File: src/rtl/core/apmsd_pkg.sv
package apmsd_pkg;

	// Field and register widths
	localparam int unsigned VERT_W       = 6;
	localparam int unsigned DIST_W       = 32;
	localparam int unsigned VCNT_W       = 7;
	localparam int unsigned PAIR_W       = 13;
	localparam int unsigned PAIR_OUT_W   = 12;
	localparam int unsigned S_DATA_W     = 48;
	localparam int unsigned M_DATA_W     = 48;

	// Defaults
	localparam int unsigned MAX_VERTICES_DEF = 64;
	localparam logic [VCNT_W-1:0] VCNT_RESET = 7'd64;
	localparam logic [DIST_W-1:0] DIST_INF   = {DIST_W{1'b1}};

	// Sequencer states
	typedef enum logic [3:0] {
		ST_CLEAR,
		ST_IDLE,
		ST_LOAD,
		ST_R_IK,
		ST_R_AK,
		ST_R_RD,
		ST_R_UPD,
		ST_S_RD,
		ST_S_CHK,
		ST_S_ADD,
		ST_DIV_GO,
		ST_DIV_WAIT,
		ST_FIN
	} apmsd_state_t;

	// Shared add/compare unit result
	typedef struct packed {
		logic              carry;
		logic [DIST_W-1:0] sum;
		logic              lt;
	} alu_res_t;

	// Divider status
	typedef struct packed {
		logic busy;
		logic done;
	} div_stat_t;

endpackage

File: src/rtl/core/apmsd_alu.sv
module apmsd_alu (
	input  logic [apmsd_pkg::DIST_W-1:0] op_a,
	input  logic [apmsd_pkg::DIST_W-1:0] op_b,
	input  logic [apmsd_pkg::DIST_W-1:0] op_c,
	output apmsd_pkg::alu_res_t          res
);
	import apmsd_pkg::*;

	logic [DIST_W:0] sum_w;

	// a + b with carry out, and (a + b) < c on the low word
	always_comb begin
		sum_w     = {1'b0, op_a} + {1'b0, op_b};
		res.carry = sum_w[DIST_W];
		res.sum   = sum_w[DIST_W-1:0];
		res.lt    = (sum_w[DIST_W-1:0] < op_c);
	end

endmodule

File: config.mk
export PLATFORM = sky130hd
export DESIGN_NAME = apmsd_alu
export DESIGN_NICKNAME = d
export VERILOG_FILES = /design/src/rtl/core/apmsd_pkg.sv /design/src/rtl/core/apmsd_alu.sv
export SDC_FILE = /design/constraint.sdc
export NUM_CORES = 1
export LEC_CHECK = 0
export BUFFER_PORTS_ARGS = -buffer_cell sky130_fd_sc_hd__buf_4
export CORE_ASPECT_RATIO = 2
export CORE_MARGIN = 2
export CORE_UTILIZATION = 40
export DETAILED_ROUTE_END_ITERATION = 7
export GPL_TIMING_DRIVEN = 0
export PLACE_DENSITY = 0.71
export SYNTH_ARGS = -nofsm -noshare
export SYNTH_HDL_FRONTEND = slang
export SYNTH_SLANG_ARGS = --single-unit
File: constraint.sdc
create_clock -name vclk -period 9.44
set_clock_uncertainty 0.1 [all_clocks]
set_input_delay 0.472 -clock vclk [all_inputs]
set_output_delay 0.472 -clock vclk [all_outputs]
set_load 0.02 [all_outputs]
==> flow_summary_export.csv <==
group,metric,value,unit
critical_path,crit_fanout,4,
critical_path,cp-end-kind,"primary output",
critical_path,cp_data_arrival_time,4.32,ns
drt,dr.pass1.iters,4,
cts,cts_resized,0,
finish,syn_to_final_growth,40.3,%
critical_path,path_cells,"buf_4 -> ha_1 -> a211oi_1 -> o21bai_1 -> a211o_1 -> a21o_1 -> a41o_1 -> a31o_1 -> xor2_1 -> ha_1 -> nand4_1 -> or3_1 -> o41a_1 -> buf_4",
flow_run,max_cap_viol_count,0,
drt,totalWireLength,8.85,mm
drt,wl_per_cell,15.0,um
synth,yosys.area.top_type,"ha_1",
placement,port_buffers,130,
finish,final_core_util,0.576,
floorplan,start_util,0.410,
placement,hpwlAfterDp,7.96,mm
outcome,outcome,"finished clean",
sta,fin_crit_sh,0.518,
critical_path,slowest_delay,0.45,ns
critical_path,critical_path_required,8.87,ns
power_and_ir_drop,switching_power,0.000191,W
synth,syn_avg_cell_area,7.27,um2
drt,ant_nets,0,
sta,layout_min_cycle_time,4.89,ns
floorplan,die-area,7450,um2
sta,clock.fmax,0.204,GHz
sta,timing.final.ws_setup,4.55,ns
finish,drive_above_1_share,0.309,
floorplan,num_io_pins,130,
cts,post-cts-setup-buffers,0,
sta,slew_headroom,0.673,
cts,hold_buffers,0,
sta,worst_pin_slew,0.483,ns
placement,placement.cell_area,3780,um2
synth,yosysWarnings,0,
synth,yosysMostFrequentCell,"ha_1",
placement,gp_congestion,0.924,
floorplan,core_area,6570,um2
power_and_ir_drop,peakVddDrop,0.0000543,V
finish,nets,663,
sta,finalSetupViolations,0,
sta,timing.hold.ws,1.18,ns
power_and_ir_drop,seqPwrFrac,0,
finish,final_area,3780,um2
global_route,grt_start_max_net_pins,10,
finish,nClkBuffers,0,
floorplan,num_rows,42,
critical_path,worst-path-buf-inv,2,
global_route,antenna_found_initial,0,
synth,synth-seq-area-share,0,
synth,synth_area,2700,um2
global_route,overflow,0,
sta,final.setup.tns,0,ns
power_and_ir_drop,power_leakage,2.04,nW
global_route,grt_pass1_wl,13.5,mm
power_and_ir_drop,p_int,0.000158,W
global_route,grt_usage,0.233,
synth,synth_nets,531,
placement,place_ws,4.58,ns
finish,num_antenna_cells,0,
synth,synthTopCellsByCount,"63 x ha_1, 42 x inv_1, 38 x a21oi_1",
sta,hold_viol_final,0,
finish,register_area,0,um2
critical_path,cpLargestDelayFamily,"compound AO/OA/AOI/OAI gates",
drt,avgViaCountPerCell,5.58,
drt,route.detailed.drc,0,
critical_path,crit_slowest_cell,"or3_1",
drt,drt_iter0_markers,73,
sta,drv_slew,0,
drt,vias,3286,
synth,syn-instance-count,371,
synth,synth.distinct_cells,62,
global_route,grt_pass1_vias,3259,
worst_hold_path,hold_path.class,"in -> out",
power_and_ir_drop,p_sw_frac,0.547,
finish,seq_cells,0,
sta,rsz0062_at_grt,"false",
floorplan,die_w,62.1,um
synth,synth_top_area_frac,0.292,
power_and_ir_drop,p_per_area,92.3,nW/um2
synth,ys_top_cells_by_area,"ha_1 29%, a21oi_1 7.1%, inv_1 5.8%",
critical_path,worstSetupPathType,"in -> out",
power_and_ir_drop,clock_power_share,0,
floorplan,fp.dieH,120,um
power_and_ir_drop,p_comb_frac,1.000,
critical_path,setup.worst_path.start_class,"input pin",
-- cell families (layout without fill, tap and decap cells) --
logic type               Yosys count  in the layout  share of synthesized area
AO/OA/AOI/OAI                    125            125                      0.325
AND/OR/NAND/NOR                  105            105                      0.213
multiplexers                       2              2                    0.00789
adder cells (fa/ha/maj)           64             64                      0.300
XOR/XNOR                          23             23                     0.0747
buffers and inverters             52            182                     0.0798
-- metrics by stage --
step / power (W) / instances
2_1_floorplan: 0.000220 / 371
3_3_place_gp: 0.000342 / 589
3_5_place_dp: 0.000349 / 589
4_1_cts: 0.000351 / 589
5_1_grt: 0.000382 / 589
6_report: 0.000349 / 589
-- placed cells by master, fill, tap and decap left out, drive strengths merged, types with 2 or more instances in the layout --
master	synthesis	routed
nor2b	6	6
o31a	2	2
xnor2	14	14
a211o	2	2
buf	5	135
a211oi	3	3
o21ai	19	19
a21oi	40	40
o31ai	4	4
o21a	2	2
and4b	3	3
nand4	8	8
o41ai	2	2
a21o	19	19
ha	63	63
inv	42	42
clkbuf	5	5
a31o	4	4
nand2	28	28
nand3	7	7
or3	4	4
o221ai	4	4
a311o	2	2
a21boi	2	2
nand2b	4	4
a41oi	2	2
and2	4	4
o21bai	5	5
a31oi	4	4
nor3	5	5
nor4	4	4
o2111ai	2	2
and3	5	5
xor2	9	9
nor2	23	23
-- power by group through the flow --
stage	Sequential [W]	Clock [W]	Combinational (W)
after floorplan	0	0	0.000220
after global placement	0	0	0.000342
final	0	0	0.000349
after global routing	0	0	0.000382
after CTS	0	0	0.000351
after detailed placement	0	0	0.000349
-- tightest hold or removal path, delay by kind of cell --
family	cells	cell delay [ns]
adders and majority gates	1	0.12
buffers and inverters	2	0.22
-- worst paths after layout --
kind / slack [ns] / to / depth (start not counted) / startpoint
max: 4.55 / res[0] / 14 / op_a[1]
min: 1.18 / res[1] / 3 / op_b[0]
-- per-layer routing --
metal / GRT usage / vias to the layer above / routed length, um
met5: 0 / - / 0
met3: 0.00647 / 28 / 365
li1: - / 1637 / -
met1: 0.183 / 1494 / 2680
met2: 0.514 / 127 / 5420
met4: 0.0758 / 0 / 380
-- final cells by class --
class | count | area (um2)
fillers | 658 | 2790
multi-input cells | 319 | 2480
repair buffers | 130 | 976
inverters | 42 | 158
well taps | 88 | 110
plain buffers | 10 | 57.6
Note: power is estimated with default switching activity, not from simulation.
