### src/rtl/core/apmsd_pkg.sv
package apmsd_pkg;

	// Field and register widths
	localparam int unsigned VERT_W       = 6;
	localparam int unsigned DIST_W       = 32;
	localparam int unsigned VCNT_W       = 7;
	localparam int unsigned PAIR_W       = 13;
	localparam int unsigned PAIR_OUT_W   = 12;
	localparam int unsigned S_DATA_W     = 48;
	localparam int unsigned M_DATA_W     = 48;

	// Defaults
	localparam int unsigned MAX_VERTICES_DEF = 64;
	localparam logic [VCNT_W-1:0] VCNT_RESET = 7'd64;
	localparam logic [DIST_W-1:0] DIST_INF   = {DIST_W{1'b1}};

	// Sequencer states
	typedef enum logic [3:0] {
		ST_CLEAR,
		ST_IDLE,
		ST_LOAD,
		ST_R_IK,
		ST_R_AK,
		ST_R_RD,
		ST_R_UPD,
		ST_S_RD,
		ST_S_CHK,
		ST_S_ADD,
		ST_DIV_GO,
		ST_DIV_WAIT,
		ST_FIN
	} apmsd_state_t;

	// Shared add/compare unit result
	typedef struct packed {
		logic              carry;
		logic [DIST_W-1:0] sum;
		logic              lt;
	} alu_res_t;

	// Divider status
	typedef struct packed {
		logic busy;
		logic done;
	} div_stat_t;

endpackage

### src/rtl/core/apmsd_div.sv
module apmsd_div #(
	parameter int unsigned NUM_W = 32,
	parameter int unsigned DEN_W = 13
) (
	input  logic                 clk,
	input  logic                 arst_n,
	input  logic                 start,
	input  logic [NUM_W-1:0]     dividend,
	input  logic [DEN_W-1:0]     divisor,
	output logic [NUM_W-1:0]     quotient,
	output apmsd_pkg::div_stat_t stat
);
	import apmsd_pkg::*;

	localparam int unsigned CNT_W = $clog2(NUM_W + 1);

	logic [CNT_W-1:0] cnt_q;
	logic             done_q;
	logic [NUM_W-1:0] quo_q;
	logic [DEN_W-1:0] den_q;
	logic [DEN_W-1:0] rem_q;
	logic [DEN_W:0]   trial;
	logic             take;

	// Restoring division, one quotient bit per cycle
	always_comb begin
		trial = {rem_q, quo_q[NUM_W-1]};
		take  = (trial >= {1'b0, den_q});
	end

	// Iteration counter
	always_ff @(posedge clk or negedge arst_n) begin
		if (!arst_n) begin
			cnt_q  <= '0;
			done_q <= 1'b0;
		end else begin
			done_q <= (cnt_q == CNT_W'(1));
			if (start) begin
				cnt_q <= CNT_W'(NUM_W);
			end else if (cnt_q != '0) begin
				cnt_q <= cnt_q - CNT_W'(1);
			end
		end
	end

	// Shift register datapath
	always_ff @(posedge clk) begin
		if (start) begin
			quo_q <= dividend;
			den_q <= divisor;
			rem_q <= '0;
		end else if (cnt_q != '0) begin
			rem_q <= take ? DEN_W'(trial - {1'b0, den_q}) : DEN_W'(trial);
			quo_q <= {quo_q[NUM_W-2:0], take};
		end
	end

	assign quotient  = quo_q;
	assign stat.busy = (cnt_q != '0);
	assign stat.done = done_q;

endmodule

### config.mk
export PLATFORM = sky130hd
export DESIGN_NAME = apmsd_div
export DESIGN_NICKNAME = d
export VERILOG_FILES = /design/src/rtl/core/apmsd_pkg.sv /design/src/rtl/core/apmsd_div.sv
export SDC_FILE = /design/constraint.sdc
export NUM_CORES = 1
export LEC_CHECK = 0
export ABC_AREA = 1
export ABC_CLOCK_PERIOD_IN_PS = 4890
export BUFFER_PORTS_ARGS = -buffer_cell sky130_fd_sc_hd__buf_2
export CORE_ASPECT_RATIO = 1.2
export CORE_MARGIN = 2
export CORE_UTILIZATION = 59
export DETAILED_ROUTE_END_ITERATION = 8
export PLACE_DENSITY = 0.9
export SLEW_MARGIN = 25
export SYNTH_ARGS = -nofsm -noshare
export SYNTH_HDL_FRONTEND = slang
export SYNTH_SLANG_ARGS = --single-unit
### constraint.sdc
create_clock -name clk -period 4.89 [get_ports clk]
set_clock_uncertainty 0.05 [all_clocks]
set_input_delay 0 -clock clk [delete_from_list [all_inputs] [get_ports clk]]
set_output_delay 0 -clock clk [all_outputs]
set_load 0.02 [all_outputs]
==> results of run 1 <==
[layout make-up]
cell class / instances / area share, %
clock buffer: 10 / 2.654
clock inverter: 6 / 1.717
inverter: 70 / 5.464
multi-input combinational: 308 / 32.50
sequential: 65 / 37.16
tap: 82 / 2.134
timing repair buffer: 129 / 18.37
[synth_stat cells, types with 6 or more instances]
cell type    n  area share (%)
clkbuf_1     6            0.61
nor2_1      19             1.9
inv_1       61             6.2
nand3_1     16             2.2
nand3_2      9             2.4
nand4_1     12             2.0
nand2_2      7             1.2
dfxtp_1     13             7.1
dfrtp_1      7             4.8
inv_2        7            0.71
edfxtp_1    45              37
ha_1        15             5.1
nand2_1    196              20
nor2_2       6             1.0
[sequential cells by signal, indices dropped and copies added, names as in the netlist]
register  cells
rem_q        13
cnt_q         6
den_q        13
done_q        1
quotient     32
[power groups by stage]
stage	registers, mW	logic [mW]	clock network (mW)
floorplan	0.913	0.815	0
global placement	0.854	1.06	0
detailed placement	0.857	1.11	0
CTS	0.854	1.15	0.491
global route	0.887	1.35	0.529
finish	0.883	1.25	0.511
[worst max path at each step]
stage | from | endpoint | slack [ns] | cells past startpoint
finish | cnt_q[0] | quotient[30] | 2.14 | 7
global route | cnt_q[0] | quotient[31] | 2.06 | 7
CTS | cnt_q[1] | quotient[16] | 2.52 | 7
detailed placement | cnt_q[0] | quotient[21] | 2.56 | 7
global placement | cnt_q[0] | quotient[24] | 2.33 | 7
floorplan | cnt_q[0] | quotient[0] | 2.73 | 7
[kinds of logic (layout without fill, tap and decap cells)]
group,after synthesis,count (layout)
buf+inv,81,215
fa+ha+maj,16,16
simple gates,271,271
compound gates,14,14
xor+xnor,7,7
flops,65,65
[through the flow]
| step | setup WS [ns] | cells |
|---|---|---|
| detailed placement | 2.555 | 607 |
| CTS | 2.516 | 670 |
| floorplan | 2.733 | 454 |
| finish | 2.143 | 670 |
| global route | 2.062 | 670 |
| global placement | 2.335 | 607 |
[timing repair]
action                                 CTS  global route
endpoints found under the hold margin   52             0
hold buffers                            47             0
setup endpoints to repair                0             0
[critical path: stages, from the launching register on]
cell and delay, ns:
dfrtp_1 0.44, inv_1 0.13, ha_1 0.17, inv_1 0.10, nor2_2 0.21, nand2_1 0.18, nor2_2 0.58, inv_2 0.49
[routing by layer]
metal / up-vias / part of all wire, % / track usage, %
met5: - / 0 / 0
met4: 0 / 5.4 / 17.42
met3: 78 / 12 / 8.800
met2: 382 / 49 / 63.24
met1: 1725 / 34 / 44.12
li1: 1675 / - / -
[cell usage in the layout (no fill, tap or decap), types with 7 or more instances in the layout]
master,n
nand3_2,9
buf_2,81
nand2_2,7
nand3_1,16
dlygate4sd3_1,47
clkbuf_8,9
nand4_1,12
dfrtp_1,7
ha_1,15
edfxtp_1,45
inv_1,60
inv_2,8
nand2_1,196
dfxtp_1,13
nor2_1,19
==> results.json, run 1 <==
{
  "fin_util_pct": 79.47,
  "reg2reg_to": "quotient[30]",
  "synth-simple-area-share_pct": 32.69,
  "synth-xor-area-share_pct": 1.665,
  "cp_max_fo": 33,
  "required_ns": 4.83,
  "synth_edf_count": 45,
  "grt_pass1_wl_mm": 19.54,
  "internal_power_mw": 1.455,
  "fin_setup_tns_ns": 0,
  "nets": 647,
  "powerDensity_mw_per_mm2": 550.0,
  "yosysWarnings": 0,
  "ys_ff_latch": 65,
  "synthesis.nets": 518,
  "synth_area_per_cell_um2": 8.111,
  "start_util_pct": 60.86,
  "rrSetupSlack_ns": 2.14,
  "power.net_switching_mw": 1.190,
  "rsz0062_at_grt": "no",
  "hold_viol": 0,
  "portBuffers": 81,
  "numCtsBuffers": 9,
  "slew_violations": 0,
  "ant_nets": 0,
  "clk_pin_slew_ns": 0.07,
  "async_reset_ff_share_pct": 10.77,
  "setup_viol": 0,
  "violations": "design-rule violations",
  "multi_input_area_mm2": 0.001563,
  "drive_gt1_share_pct": 22.62,
  "total_power_mw": 2.645,
  "grt_remaining_overflow": 0,
  "grtUsageTotal_pct": 37.01,
  "seqCellArea_mm2": 0.001787,
  "max-vdd-ir-drop_uv": 349.2,
  "post-route-drc-count": 1,
  "cts_root_buffer": "clkbuf_8",
  "hp-class": "in -> reg",
  "clockBufferDepth": 2,
  "vias": 3860,
  "via_per_inst": 5.761,
  "tightest_slew_ns": 0.9697,
  "whs_path_depth": 2,
  "synth-compound-area-share_pct": 2.446,
  "holdWs_ns": 0.3101,
  "dpl_cell_area_mm2": 0.004128,
  "synth.cell_area_mm2": 0.003682,
  "seq_area_frac_synth_pct": 48.52,
  "r2r_start": "cnt_q[0]",
  "worstSetupPathType": "reg -> reg",
  "die-area_mm2": 0.006891,
  "grt_max_degree": 49,
  "min_period_ns": 2.747,
  "coreArea_mm2": 0.006051,
  "synth_top_family_by_area": "simple AND/OR/NAND/NOR gates",
  "synth_mux_area_share_pct": 0,
  "p_sw_share_pct": 45.00,
  "firstDrtPassIters": 8,
  "yosys_most_used_dff": "edfxtp_1",
  "fin_crit_sh_pct": 56.17,
  "power_frac_seq_pct": 33.4,
  "max_freq_mhz": 364.1,
  "cts_setup_buffers": 0,
  "cap_violations": 0,
  "antenna_found_initial": 0,
  "htreeDepth": 3,
  "comb_power_share_pct": 47.3,
  "slew_headroom_pct": 35.35,
  "end_kind": "flip-flop",
  "fin_area_mm2": 0.004808,
  "worstPathArrival_ns": 2.68,
  "wl_per_cell_um": 18.29,
  "synthAdderAreaFrac_pct": 5.641,
  "whs_endpoint": "den_q[9]",
  "die_h_um": 90.54,
  "grt_pass1_vias": 3809,
  "clock-sinks": 65,
  "drt_iter0_drc": 672,
  "die_w_um": 76.12,
  "ioPinCount": 82,
  "synth.distinct_cells": 36,
  "clk_latency_ns": 0.36,
  "status": "finished with violations",
  "cts_tree": "yes",
  "clkPwrFrac_pct": 19.3,
  "synthToLayoutAreaGrowth_pct": 30.58,
  "cts_resized": 0,
  "num_antenna_cells": 0,
  "routed_wl_mm": 12.26,
  "dp_hpwl_mm": 5.987,
  "core.rowCount": 31,
  "fill_cells": 313,
  "synth_cells": 454,
  "cp-start-kind": "flip-flop",
  "r2r_cells": 7,
  "hp-start": "divisor[9]",
  "leakagePower_nw": 2.523,
  "gp_congestion": 0.8718
}
(Power assumes the default switching activity.)
==> inputs of run 2 (changes only) <==
--- a/config.mk
+++ b/config.mk
@@ -6,13 +6,13 @@
 export NUM_CORES = 1
 export LEC_CHECK = 0
 export ABC_AREA = 1
-export ABC_CLOCK_PERIOD_IN_PS = 4890
+export ABC_CLOCK_PERIOD_IN_PS = 2450
 export BUFFER_PORTS_ARGS = -buffer_cell sky130_fd_sc_hd__buf_2
 export CORE_ASPECT_RATIO = 1.2
 export CORE_MARGIN = 2
-export CORE_UTILIZATION = 59
+export CORE_UTILIZATION = 49
 export DETAILED_ROUTE_END_ITERATION = 8
-export PLACE_DENSITY = 0.9
+export PLACE_DENSITY = 0.8
 export SLEW_MARGIN = 25
 export SYNTH_ARGS = -nofsm -noshare
 export SYNTH_HDL_FRONTEND = slang
==> constraint.sdc (replaced) <==
create_clock -name clk -period 2.45 [get_ports clk]
set_clock_uncertainty 0.05 [all_clocks]
set_input_delay 0 -clock clk [delete_from_list [all_inputs] [get_ports clk]]
set_output_delay 0 -clock clk [all_outputs]
set_load 0.02 [all_outputs]
==> results.json, run 2 (synthesized netlist as in run 1, its figures left out) <==
{
  "die_h_um": 98.96,
  "wl_per_cell_um": 13.99,
  "dpl_cell_area_mm2": 0.004160,
  "end_kind": "flip-flop",
  "internal_power_mw": 3.002,
  "rsz0062_at_grt": "no",
  "synthToLayoutAreaGrowth_pct": 32.11,
  "firstDrtPassIters": 4,
  "fin_util_pct": 66.87,
  "status": "finished, final reports clean",
  "stdcell_count": 681,
  "cts_root_buffer": "clkbuf_8",
  "hp-class": "in -> reg",
  "grtUsageTotal_pct": 24.27,
  "htreeDepth": 3,
  "routed_wl_mm": 9.527,
  "slowest_delay_ns": 0.41,
  "vias": 3424,
  "dp_hpwl_mm": 5.800,
  "fin_area_mm2": 0.004865,
  "via_per_inst": 5.028,
  "grt_max_degree": 39,
  "min_period_ns": 2.145,
  "power.net_switching_mw": 2.096,
  "dpl_worst_slack_ns": 0.3313,
  "grt_pass1_vias": 3552,
  "slew_headroom_pct": 72.05,
  "gp_congestion": 0.9002,
  "whs_path_depth": 1,
  "cap_violations": 0,
  "setup_viol": 0,
  "die-area_mm2": 0.008227,
  "clock-sinks": 65,
  "layout_commonest_cell": "nand2_1",
  "portBuffers": 81,
  "cp_max_fo": 19,
  "slowest_stage": "fa_1",
  "comb_power_share_pct": 45.0,
  "drt_iter0_drc": 202,
  "ioPinCount": 82,
  "coreArea_mm2": 0.007274,
  "clockBufferDepth": 2,
  "max_freq_mhz": 466.3,
  "post-route-drc-count": 0,
  "tightest_slew_ns": 0.4192,
  "worstSetupPathType": "reg -> reg",
  "clk_pin_slew_ns": 0.08,
  "max-vdd-ir-drop_uv": 584.3,
  "nets": 650,
  "required_ns": 2.64,
  "grt_remaining_overflow": 0,
  "dp.cells": 618,
  "powerDensity_mw_per_mm2": 1048,
  "leakagePower_nw": 2.546,
  "p_sw_share_pct": 41.11,
  "power_frac_seq_pct": 33.4,
  "die_w_um": 83.14,
  "drive_gt1_share_pct": 22.50,
  "path_cells": "inv_1 -> ha_1 -> fa_1 -> inv_1 -> nand2_1 -> nand3_2 -> nand2_4 -> nand3_4 -> nand3_2 -> nand3_1 -> nand2_1",
  "cts_setup_buffers": 0,
  "clkPwrFrac_pct": 21.6,
  "grt_pass1_wl_mm": 15.88,
  "num_antenna_cells": 0,
  "worstPathArrival_ns": 2.33,
  "layout_common_cells": "nand2_1, buf_2, inv_1",
  "r2r_cells": 11,
  "antenna_found_initial": 0,
  "fin_setup_tns_ns": 0,
  "hold_viol": 0,
  "cp-start-kind": "flip-flop",
  "clk_latency_ns": 0.34,
  "slew_violations": 0,
  "fin_crit_sh_pct": 87.53,
  "largest_register_ffs": 32,
  "start_util_pct": 50.62,
  "ant_nets": 0,
  "cts_tree": "yes",
  "numCtsBuffers": 9,
  "fin_ws_ns": 0.3054,
  "core.rowCount": 34
}
[run 2: worst paths after layout]
check                                  start  slack (ns)   endpoint
worst max register to register  quotient[31]        0.31   rem_q[9]
max in group asynchronous             arst_n        1.55   cnt_q[0]
worst min register to register     rem_q[11]        0.43  rem_q[11]
worst max-delay path            quotient[31]        0.31   rem_q[9]
min in group asynchronous             arst_n        0.56   cnt_q[3]
worst min-delay path                   start       0.003  den_q[12]
[run 2: area by class of cell]
cell class	count	area (um^2)
Tap cell	90	112.6
Sequential cell	65	1787
Timing Repair Buffer	132	905.9
Fill cell	529	2410
Inverter	70	262.8
Clock buffer	10	127.6
Clock inverter	6	106.4
Multi-Input combinational cell	308	1563
[run 2: power groups by stage]
stage / Clock (mW) / Combinational, mW / Sequential [mW]
floorplan: 0 / 1.63 / 1.82
global placement: 0 / 2.14 / 1.70
detailed placement: 0 / 2.19 / 1.71
CTS: 1.11 / 2.28 / 1.69
global route: 1.16 / 2.57 / 1.73
finish: 1.10 / 2.30 / 1.70
[run 2: through the flow]
stage / total power, mW / hold slack (ns)
after global routing: 5.464 / 0.003959
after CTS: 5.075 / 0.01042
after detailed placement: 3.897 / -0.2045
after global placement: 3.838 / -0.2115
final: 5.097 / 0.003281
after floorplan: 3.448 / -0.3456
[run 2: what timing repair did]
action | CTS | global route
hold buffers | 47 | 0
gates resized for setup | 0 | 0
hold endpoints to repair | 52 | 0
[run 2: routing by layer]
layer | up-vias | wire length [um] | share of wire, % | GRT usage (%)
met5 | - | 0 | 0 | 0
met4 | 0 | 382 | 4.0 | 12.36
met3 | 34 | 619 | 6.5 | 6.868
met2 | 141 | 4886 | 51 | 43.18
met1 | 1563 | 3639 | 38 | 26.32
li1 | 1686 | - | - | -
[run 2: critical path: cells and delay by family, from the launching register on]
kind / cells / cell delay [ns]
DFF: 1 / 0.37
adders and majority gates: 2 / 0.63
and+or+nand+nor: 7 / 0.84
buffers and inverters: 2 / 0.16
